File: src/design/sue_pkg.sv
`timescale 1ns / 1ps
package sue_pkg;

  localparam int unsigned VAL_W   = 32;
  localparam int unsigned COUNT_W = 7;

  typedef enum logic [2:0] {
    ST_LOAD,
    ST_SCAN,
    ST_EMIT_RD,
    ST_EMIT_LD,
    ST_EMIT_HOLD
  } state_e;

  // Control of the shared min-search unit
  typedef struct packed {
    logic init;        // forget the previous minimum, start a new set
    logic clear_pass;  // drop the running candidate at the end of a pass
    logic sample;      // read data is valid, compare it
    logic commit;      // take the candidate as the new lower bound
  } sel_ctrl_t;

  // Signed order: flip the sign bits, compare unsigned
  function automatic logic less_signed(input logic [VAL_W-1:0] a,
                                       input logic [VAL_W-1:0] b);
    logic [VAL_W-1:0] fa;
    logic [VAL_W-1:0] fb;
    fa = {~a[VAL_W-1], a[VAL_W-2:0]};
    fb = {~b[VAL_W-1], b[VAL_W-2:0]};
    return fa < fb;
  endfunction

endpackage

File: src/design/sue_ram.sv
`timescale 1ns / 1ps
module sue_ram #(
  parameter int unsigned WIDTH = 32,
  parameter int unsigned DEPTH = 64
) (
  input  logic                     clk_i,
  input  logic                     we_i,
  input  logic [$clog2(DEPTH)-1:0] waddr_i,
  input  logic [WIDTH-1:0]         wdata_i,
  input  logic [$clog2(DEPTH)-1:0] raddr_i,
  output logic [WIDTH-1:0]         rdata_o
);

  logic [WIDTH-1:0] mem_q [DEPTH];

  always_ff @(posedge clk_i) begin
    if (we_i) begin
      mem_q[waddr_i] <= wdata_i;
    end
    rdata_o <= mem_q[raddr_i];
  end

endmodule

File: src/design/sue_min_unit.sv
`timescale 1ns / 1ps
module sue_min_unit
  import sue_pkg::*;
(
  input  logic             clk_i,
  input  logic             rst_ni,
  input  sel_ctrl_t        ctrl_i,
  input  logic [VAL_W-1:0] data_i,
  output logic             found_o,
  output logic [VAL_W-1:0] best_o
);

  logic             found_q, found_d;
  logic             have_prev_q, have_prev_d;
  logic [VAL_W-1:0] best_q, best_d;
  logic [VAL_W-1:0] prev_q, prev_d;
  logic             above_prev;
  logic             below_best;

  // Candidate must lie strictly above the last value taken and below the running best
  assign above_prev = !have_prev_q || less_signed(prev_q, data_i);
  assign below_best = !found_q || less_signed(data_i, best_q);

  always_comb begin
    found_d     = found_q;
    have_prev_d = have_prev_q;
    best_d      = best_q;
    prev_d      = prev_q;
    if (ctrl_i.sample && above_prev && below_best) begin
      found_d = 1'b1;
      best_d  = data_i;
    end
    if (ctrl_i.commit) begin
      have_prev_d = 1'b1;
      prev_d      = best_q;
    end
    if (ctrl_i.clear_pass) begin
      found_d = 1'b0;
    end
    if (ctrl_i.init) begin
      found_d     = 1'b0;
      have_prev_d = 1'b0;
    end
  end

  always_ff @(posedge clk_i or negedge rst_ni) begin
    if (!rst_ni) begin
      found_q     <= 1'b0;
      have_prev_q <= 1'b0;
    end else begin
      found_q     <= found_d;
      have_prev_q <= have_prev_d;
    end
  end

  always_ff @(posedge clk_i) begin
    best_q <= best_d;
    prev_q <= prev_d;
  end

  assign found_o = found_q;
  assign best_o  = best_q;

endmodule

File: src/design/sort_unique_engine_top.sv
// Load: one request per cycle while no set is being processed.
// Set of n stored requests with u distinct values: u+1 passes of the shared min-search
//   unit over all n entries. Emit: each result steps through EMIT_RD, EMIT_LD and
//   EMIT_HOLD, which waits out any output stall; inputs stall until the last is taken.
// Reset (rst_ni, async, active low) empties the store, clears overflow and all outputs
//   except the value; store contents need no clearing: only entries below fill are read.
`timescale 1ns / 1ps
module sort_unique_engine_top
  import sue_pkg::*;
#(
  parameter int unsigned MAX_ENTRIES = 64
) (
  input  logic                      clk_i,
  input  logic                      rst_ni,
  input  logic                      in_valid_i,
  output logic                      in_stall_o,
  input  logic signed [VAL_W-1:0]   item_value_i,
  input  logic                      set_end_i,
  output logic                      out_valid_o,
  input  logic                      out_stall_i,
  output logic signed [VAL_W-1:0]   unique_value_o,
  output logic [COUNT_W-1:0]        unique_count_o,
  output logic                      dropped_items_o,
  output logic                      run_end_o
);

  localparam int unsigned AW    = $clog2(MAX_ENTRIES);
  localparam int unsigned CNT_W = $clog2(MAX_ENTRIES + 1);

  state_e           state_q, state_d;
  logic [CNT_W-1:0] fill_q, fill_d;       // stored requests of the open set
  logic             ovf_q, ovf_d;         // a request of the open set was dropped
  logic [CNT_W-1:0] scan_idx_q, scan_idx_d;
  logic             rd_vld_q, rd_vld_d;   // entry RAM read data valid this cycle
  logic [CNT_W-1:0] uniq_q, uniq_d;       // distinct values found so far
  logic [CNT_W-1:0] emit_idx_q, emit_idx_d;
  logic             out_valid_q, out_valid_d;
  logic [VAL_W-1:0] out_value_q, out_value_d;
  logic             out_last_q, out_last_d;

  logic             accept;
  logic             ent_we;
  logic [VAL_W-1:0] ent_rdata;
  logic             uq_we;
  logic [VAL_W-1:0] uq_rdata;
  sel_ctrl_t        sel_ctrl;
  logic             sel_found;
  logic [VAL_W-1:0] sel_best;
  logic             pass_end;

  assign accept   = in_valid_i && (state_q == ST_LOAD);
  assign ent_we   = accept && (fill_q < CNT_W'(MAX_ENTRIES));
  assign pass_end = (state_q == ST_SCAN) && (scan_idx_q == fill_q) && !rd_vld_q;
  assign uq_we    = pass_end && sel_found;

  // Raw set storage, written in arrival order
  sue_ram #(
    .WIDTH (VAL_W),
    .DEPTH (MAX_ENTRIES)
  ) u_entry_ram (
    .clk_i   (clk_i),
    .we_i    (ent_we),
    .waddr_i (fill_q[AW-1:0]),
    .wdata_i (item_value_i),
    .raddr_i (scan_idx_q[AW-1:0]),
    .rdata_o (ent_rdata)
  );

  // Distinct values, written in ascending order as each pass finishes
  sue_ram #(
    .WIDTH (VAL_W),
    .DEPTH (MAX_ENTRIES)
  ) u_uniq_ram (
    .clk_i   (clk_i),
    .we_i    (uq_we),
    .waddr_i (uniq_q[AW-1:0]),
    .wdata_i (sel_best),
    .raddr_i (emit_idx_q[AW-1:0]),
    .rdata_o (uq_rdata)
  );

  // Each pass finds the smallest stored value above the last one taken;
  // equal values are never above it, which removes the duplicates.
  sue_min_unit u_min_unit (
    .clk_i   (clk_i),
    .rst_ni  (rst_ni),
    .ctrl_i  (sel_ctrl),
    .data_i  (ent_rdata),
    .found_o (sel_found),
    .best_o  (sel_best)
  );

  always_comb begin
    state_d     = state_q;
    fill_d      = fill_q;
    ovf_d       = ovf_q;
    scan_idx_d  = scan_idx_q;
    uniq_d      = uniq_q;
    emit_idx_d  = emit_idx_q;
    out_valid_d = out_valid_q;
    out_value_d = out_value_q;
    out_last_d  = out_last_q;
    rd_vld_d    = 1'b0;
    sel_ctrl    = '0;

    case (state_q)
      ST_LOAD: begin
        if (accept) begin
          if (ent_we) begin
            fill_d = fill_q + 1'b1;
          end else begin
            ovf_d = 1'b1;
          end
          if (set_end_i) begin
            // start the first pass with no lower bound
            state_d       = ST_SCAN;
            scan_idx_d    = '0;
            uniq_d        = '0;
            sel_ctrl.init = 1'b1;
          end
        end
      end
      ST_SCAN: begin
        sel_ctrl.sample = rd_vld_q;
        if (scan_idx_q != fill_q) begin
          rd_vld_d   = 1'b1;
          scan_idx_d = scan_idx_q + 1'b1;
        end else if (pass_end) begin
          if (sel_found) begin
            // record the value, raise the bound, run another pass
            sel_ctrl.commit     = 1'b1;
            sel_ctrl.clear_pass = 1'b1;
            uniq_d              = uniq_q + 1'b1;
            scan_idx_d          = '0;
          end else begin
            state_d    = ST_EMIT_RD;
            emit_idx_d = '0;
          end
        end
      end
      ST_EMIT_RD: begin
        state_d = ST_EMIT_LD;
      end
      ST_EMIT_LD: begin
        out_valid_d = 1'b1;
        out_value_d = uq_rdata;
        out_last_d  = (emit_idx_q + 1'b1) == uniq_q;
        state_d     = ST_EMIT_HOLD;
      end
      ST_EMIT_HOLD: begin
        if (!out_stall_i) begin
          out_valid_d = 1'b0;
          if (out_last_q) begin
            state_d = ST_LOAD;
            fill_d  = '0;
            ovf_d   = 1'b0;
          end else begin
            emit_idx_d = emit_idx_q + 1'b1;
            state_d    = ST_EMIT_RD;
          end
        end
      end
      default: begin
        state_d = ST_LOAD;
      end
    endcase
  end

  always_ff @(posedge clk_i or negedge rst_ni) begin
    if (!rst_ni) begin
      state_q     <= ST_LOAD;
      fill_q      <= '0;
      ovf_q       <= 1'b0;
      scan_idx_q  <= '0;
      rd_vld_q    <= 1'b0;
      uniq_q      <= '0;
      emit_idx_q  <= '0;
      out_valid_q <= 1'b0;
      out_last_q  <= 1'b0;
    end else begin
      state_q     <= state_d;
      fill_q      <= fill_d;
      ovf_q       <= ovf_d;
      scan_idx_q  <= scan_idx_d;
      rd_vld_q    <= rd_vld_d;
      uniq_q      <= uniq_d;
      emit_idx_q  <= emit_idx_d;
      out_valid_q <= out_valid_d;
      out_last_q  <= out_last_d;
    end
  end

  always_ff @(posedge clk_i) begin
    out_value_q <= out_value_d;
  end

  assign in_stall_o      = (state_q != ST_LOAD);
  assign out_valid_o     = out_valid_q;
  assign unique_value_o  = out_value_q;
  assign unique_count_o  = COUNT_W'(uniq_q);
  assign dropped_items_o = ovf_q;
  assign run_end_o       = out_last_q;

  // No new request is taken while a result is pending
  a_no_load_while_emit: assert property (@(posedge clk_i) disable iff (!rst_ni)
    out_valid_o |-> in_stall_o)
    else $error("request accepted while a result is pending");

  // The store never holds more than its capacity
  a_fill_bound: assert property (@(posedge clk_i) disable iff (!rst_ni)
    fill_q <= CNT_W'(MAX_ENTRIES))
    else $error("fill count beyond capacity");

  // Distinct values never outnumber stored entries while a set is processed;
  // the count of the previous set is held during load
  a_uniq_bound: assert property (@(posedge clk_i) disable iff (!rst_ni)
    (state_q != ST_LOAD) |-> (uniq_q <= fill_q))
    else $error("distinct count beyond fill count");

  // Every emitted result reports a nonempty set
  a_count_nonzero: assert property (@(posedge clk_i) disable iff (!rst_ni)
    out_valid_o |-> (unique_count_o != '0))
    else $error("result with zero distinct count");

endmodule

File: config.mk
export PLATFORM = sky130hd
export DESIGN_NAME = sort_unique_engine_top
export DESIGN_NICKNAME = d
export VERILOG_FILES = /design/src/design/sue_pkg.sv /design/src/design/sue_ram.sv /design/src/design/sue_min_unit.sv /design/src/design/sort_unique_engine_top.sv
export SDC_FILE = /design/constraint.sdc
export NUM_CORES = 2
export LEC_CHECK = 0
export BUFFER_PORTS_ARGS = -buffer_cell sky130_fd_sc_hd__clkbuf_2
export CORE_MARGIN = 2
export CORE_UTILIZATION = 57
export CTS_CLUSTER_SIZE = 10
export DETAILED_ROUTE_END_ITERATION = 7
export PLACE_DENSITY = 0.76
export SLEW_MARGIN = 10
export SYNTH_ARGS = -nofsm -noshare
export SYNTH_HDL_FRONTEND = slang
export SYNTH_SLANG_ARGS = --single-unit
File: constraint.sdc
create_clock -name clk_i -period 4.3 [get_ports clk_i]
set_clock_uncertainty 0.15 [all_clocks]
set_input_delay 1.29 -clock clk_i [delete_from_list [all_inputs] [get_ports clk_i]]
set_output_delay 1.29 -clock clk_i [all_outputs]
set_load 0.01 [all_outputs]
==> flow_metrics.tcl <==
set metrics [dict create \
    hold_class "input pin to async pin" \
    cts-root-buf "clkbuf_16" \
    async_flop_share_pct 0.862 \
    cts_resized 0 \
    fin_crit_sh_pct 88.1 \
    cts_buffers 470 \
    drc 0 \
    worst_ir_drop_vdd_v 0.000545 \
    leakage_nw 56.7 \
    highest_layer "met5" \
    path_class "flip-flop to flip-flop" \
    dp_hpwl_mm 239 \
    dr_wl_met3_mm 53.2 \
    synth_edf_count 4192 \
    synth_fp_nets 7236 \
    row_count 195 \
    r2r-end "u_entry_ram.rdata_o[14]" \
    crit_end "u_entry_ram.rdata_o[14]" \
    fin_crit_ns 3.79 \
    synth_area_per_cell_um2 22.7 \
    drtIter0Drc 13500 \
    placed_area_um2 171000 \
    grt_antenna_before_repair 34 \
    finalInstanceArea_um2 184000 \
    grt_pass1_vias 81600 \
    setup_ws_ns 0.513 \
    die_area_um2 288000 \
    rr_worst_depth 5 \
    postRouteAntennaNets 0 \
    startpoint_type "flip-flop" \
    crit_fanout 54 \
    cts_setup_buffers 0 \
    die_w_um 537 \
    overflow 0 \
    start_util_pct 57.3 \
    hold_viol_final 0 \
    final_nets 7759 \
    ys_ff_latch 4293 \
    die_h_um 537 \
    crit_required_ns 4.98 \
    syn_to_final_growth_pct 13.7 \
    yosysSeqAreaShare_pct 79.1 \
    dr_wl_met2_mm 212 \
    viasPerCell 7.06 \
    core_area_um2 283000 \
    drive_gt1_share_pct 27.1 \
    wire_per_inst_um 37.7 \
    wl_met1_mm 148 \
    finalSetupViolCount 0 \
    clock-sinks 4293 \
    pre_cts_ws_ns 0.449 \
    startpoint "scan_idx_q[0]" \
    end_kind "flip-flop" \
    place_congestion 0.940 \
    fmax_mhz 264 \
    h-tree-depth 5 \
    cp.arrival_ns 4.47 \
    cap_violations 0 \
    synthCells 7133 \
    cts_tree "built" \
    syn_area_um2 162000 \
    cts-hold-fix-buffers 0 \
    drt_pass1_iterations 6 \
    n_fill_cell 17000 \
    portBuffers 79 \
    io_pins 80 \
    rsz0062_at_grt "no" \
    reg2reg_from "scan_idx_q[0]" \
    yosys_warnings 0 \
    clkSlewWorstSetupHoldPaths_ns 0.06 \
    grt_max_degree 109 \
    r2r_setup_slack_ns 0.51 \
    grt_pass1_wl_mm 617 \
    postRouteWirelength_mm 438 \
    num_vias 82000 \
    status "finished clean" \
    p_per_area_nw_per_um2 578 \
    slew_headroom_pct 16.4 \
    setup_tns_ns 0 \
    worst-slew-pin-transition_ns 1.25 \
    grt_usage_pct 30.4 \
    synth_ff_type "edfxtp_1" \
    ys_types 60 \
    clk_path_buf_depth 4 \
    clk_latency_ns 1.03 \
    slew_violations 0 \
]
[cells by family (layout without fill, tap and decap cells)]
family / after synthesis / in the layout / synth area share (%)
buffers and inverters: 465 / 1191 / 1.24
flip-flops: 4293 / 4293 / 79.1
adder cells (fa/ha/maj): 66 / 66 / 0.510
multiplexers: 1027 / 1027 / 14.3
XOR/XNOR: 25 / 25 / 0.135
AND/OR/NAND/NOR: 388 / 388 / 1.21
AO/OA/AOI/OAI: 869 / 869 / 3.55
other: 0 / 17 / 0
[cell usage after synthesis, drive strengths merged, types with 4 or more instances]
cell type / instances / share of area (%)
a21o: 5 / 0.023
a21oi: 292 / 0.90
a22oi: 512 / 2.4
a31oi: 4 / 0.015
and2: 4 / 0.015
buf: 165 / 0.54
clkbuf: 230 / 0.53
dfrtp: 37 / 0.57
dfxtp: 64 / 0.79
edfxtp: 4192 / 78
ha: 66 / 0.51
inv: 70 / 0.16
mux4: 1024 / 14
nand2: 50 / 0.12
nand2b: 10 / 0.039
nand3: 23 / 0.071
nand3b: 7 / 0.032
nand4: 9 / 0.035
nor2: 165 / 0.38
nor2b: 7 / 0.027
nor3: 13 / 0.043
o21ai: 28 / 0.087
or2: 6 / 0.023
or3: 16 / 0.062
or4: 66 / 0.31
xnor2: 18 / 0.097
xor2: 7 / 0.038
[final cells by class]
class	count	area (um2)	area share (%)
clock buffers	644	12500	6.78
well taps	3743	4680	2.54
repair buffers	446	4970	2.70
flip-flops and latches	4293	128000	69.6
clock inverters	31	656	0.356
inverters	70	263	0.143
multi-input cells	2375	32900	17.9
diodes	17	42.5	0.0231
[worst max-delay path, cell delays in order, from the launching register on]
cell	delay, ns
dfrtp_4	0.65
buf_12	0.41
mux4_2	0.63
a22oi_1	0.65
a21oi_1	0.45
or4_1	0.64
[metal layers]
metal	GRT usage [%]	vias to the layer above
li1	-	31400
met1	40.8	42900
met2	48.2	6722
met3	6.57	1011
met4	14.6	28
met5	0	-
[stage by stage]
step	total power (W)	hold WS (ns)	cells	util (%)
after global routing	0.109	0.232	11600	65.1
after global placement	0.0704	0.240	10900	60.5
after detailed placement	0.0709	0.239	10900	60.5
after floorplan	0.0632	0.236	7133	-
after CTS	0.106	0.167	11600	65.1
final	0.106	0.200	11600	65.2
[worst min path at each step]
stage | endpoint | slack, ns
4_1_cts | scan_idx_q[4] | 0.17
6_report | scan_idx_q[4] | 0.20
2_1_floorplan | unique_value_o[0] | 0.24
3_3_place_gp | unique_value_o[11] | 0.24
3_5_place_dp | unique_value_o[23] | 0.24
5_1_grt | scan_idx_q[4] | 0.23
[flip-flops by register name, indices dropped and copies added, names as in the netlist]
name and cells:
u_min_unit.best_o 32, unique_count_o 7, u_entry_ram.mem_q 2048, u_min_unit.have_prev_q 1
dropped_items_o 1, state_q 3, u_min_unit.prev_q 32, fill_q 7
u_uniq_ram.mem_q 2048, u_uniq_ram.rdata_o 32, unique_value_o 32, rd_vld_q 1
emit_idx_q 7, out_valid_o 1, run_end_o 1, scan_idx_q 7
u_min_unit.found_o 1, u_entry_ram.rdata_o 32
[placed cells by master (no fill, tap or decap), types with 9 or more instances in the layout]
cell       instances
nor3_1            12
or3_1             16
nor2_1            34
or4_1             66
a22oi_1          512
mux4_2          1024
edfxtp_1        4192
buf_12           144
ha_1              66
buf_4            232
nand2_1           50
clkinv_16         15
clkbuf_16        472
diode_2           17
clkbuf_1         170
dfxtp_1           64
nand3_1           23
xnor2_1           18
a21oi_1          292
buf_2             15
inv_1             69
nor2_4           131
nand4_1            9
clkbuf_2          55
o21ai_0           26
dfrtp_1           33
[power by group]
| part | switching [W] | internal, W | total [W] |
|---|---|---|---|
| registers | 0.00105 | 0.0469 | 0.0480 |
| clock network | 0.0156 | 0.0200 | 0.0356 |
| logic | 0.0129 | 0.00987 | 0.0228 |
| total | 0.0296 | 0.0768 | 0.106 |
Power figures use the tool's default switching activity.
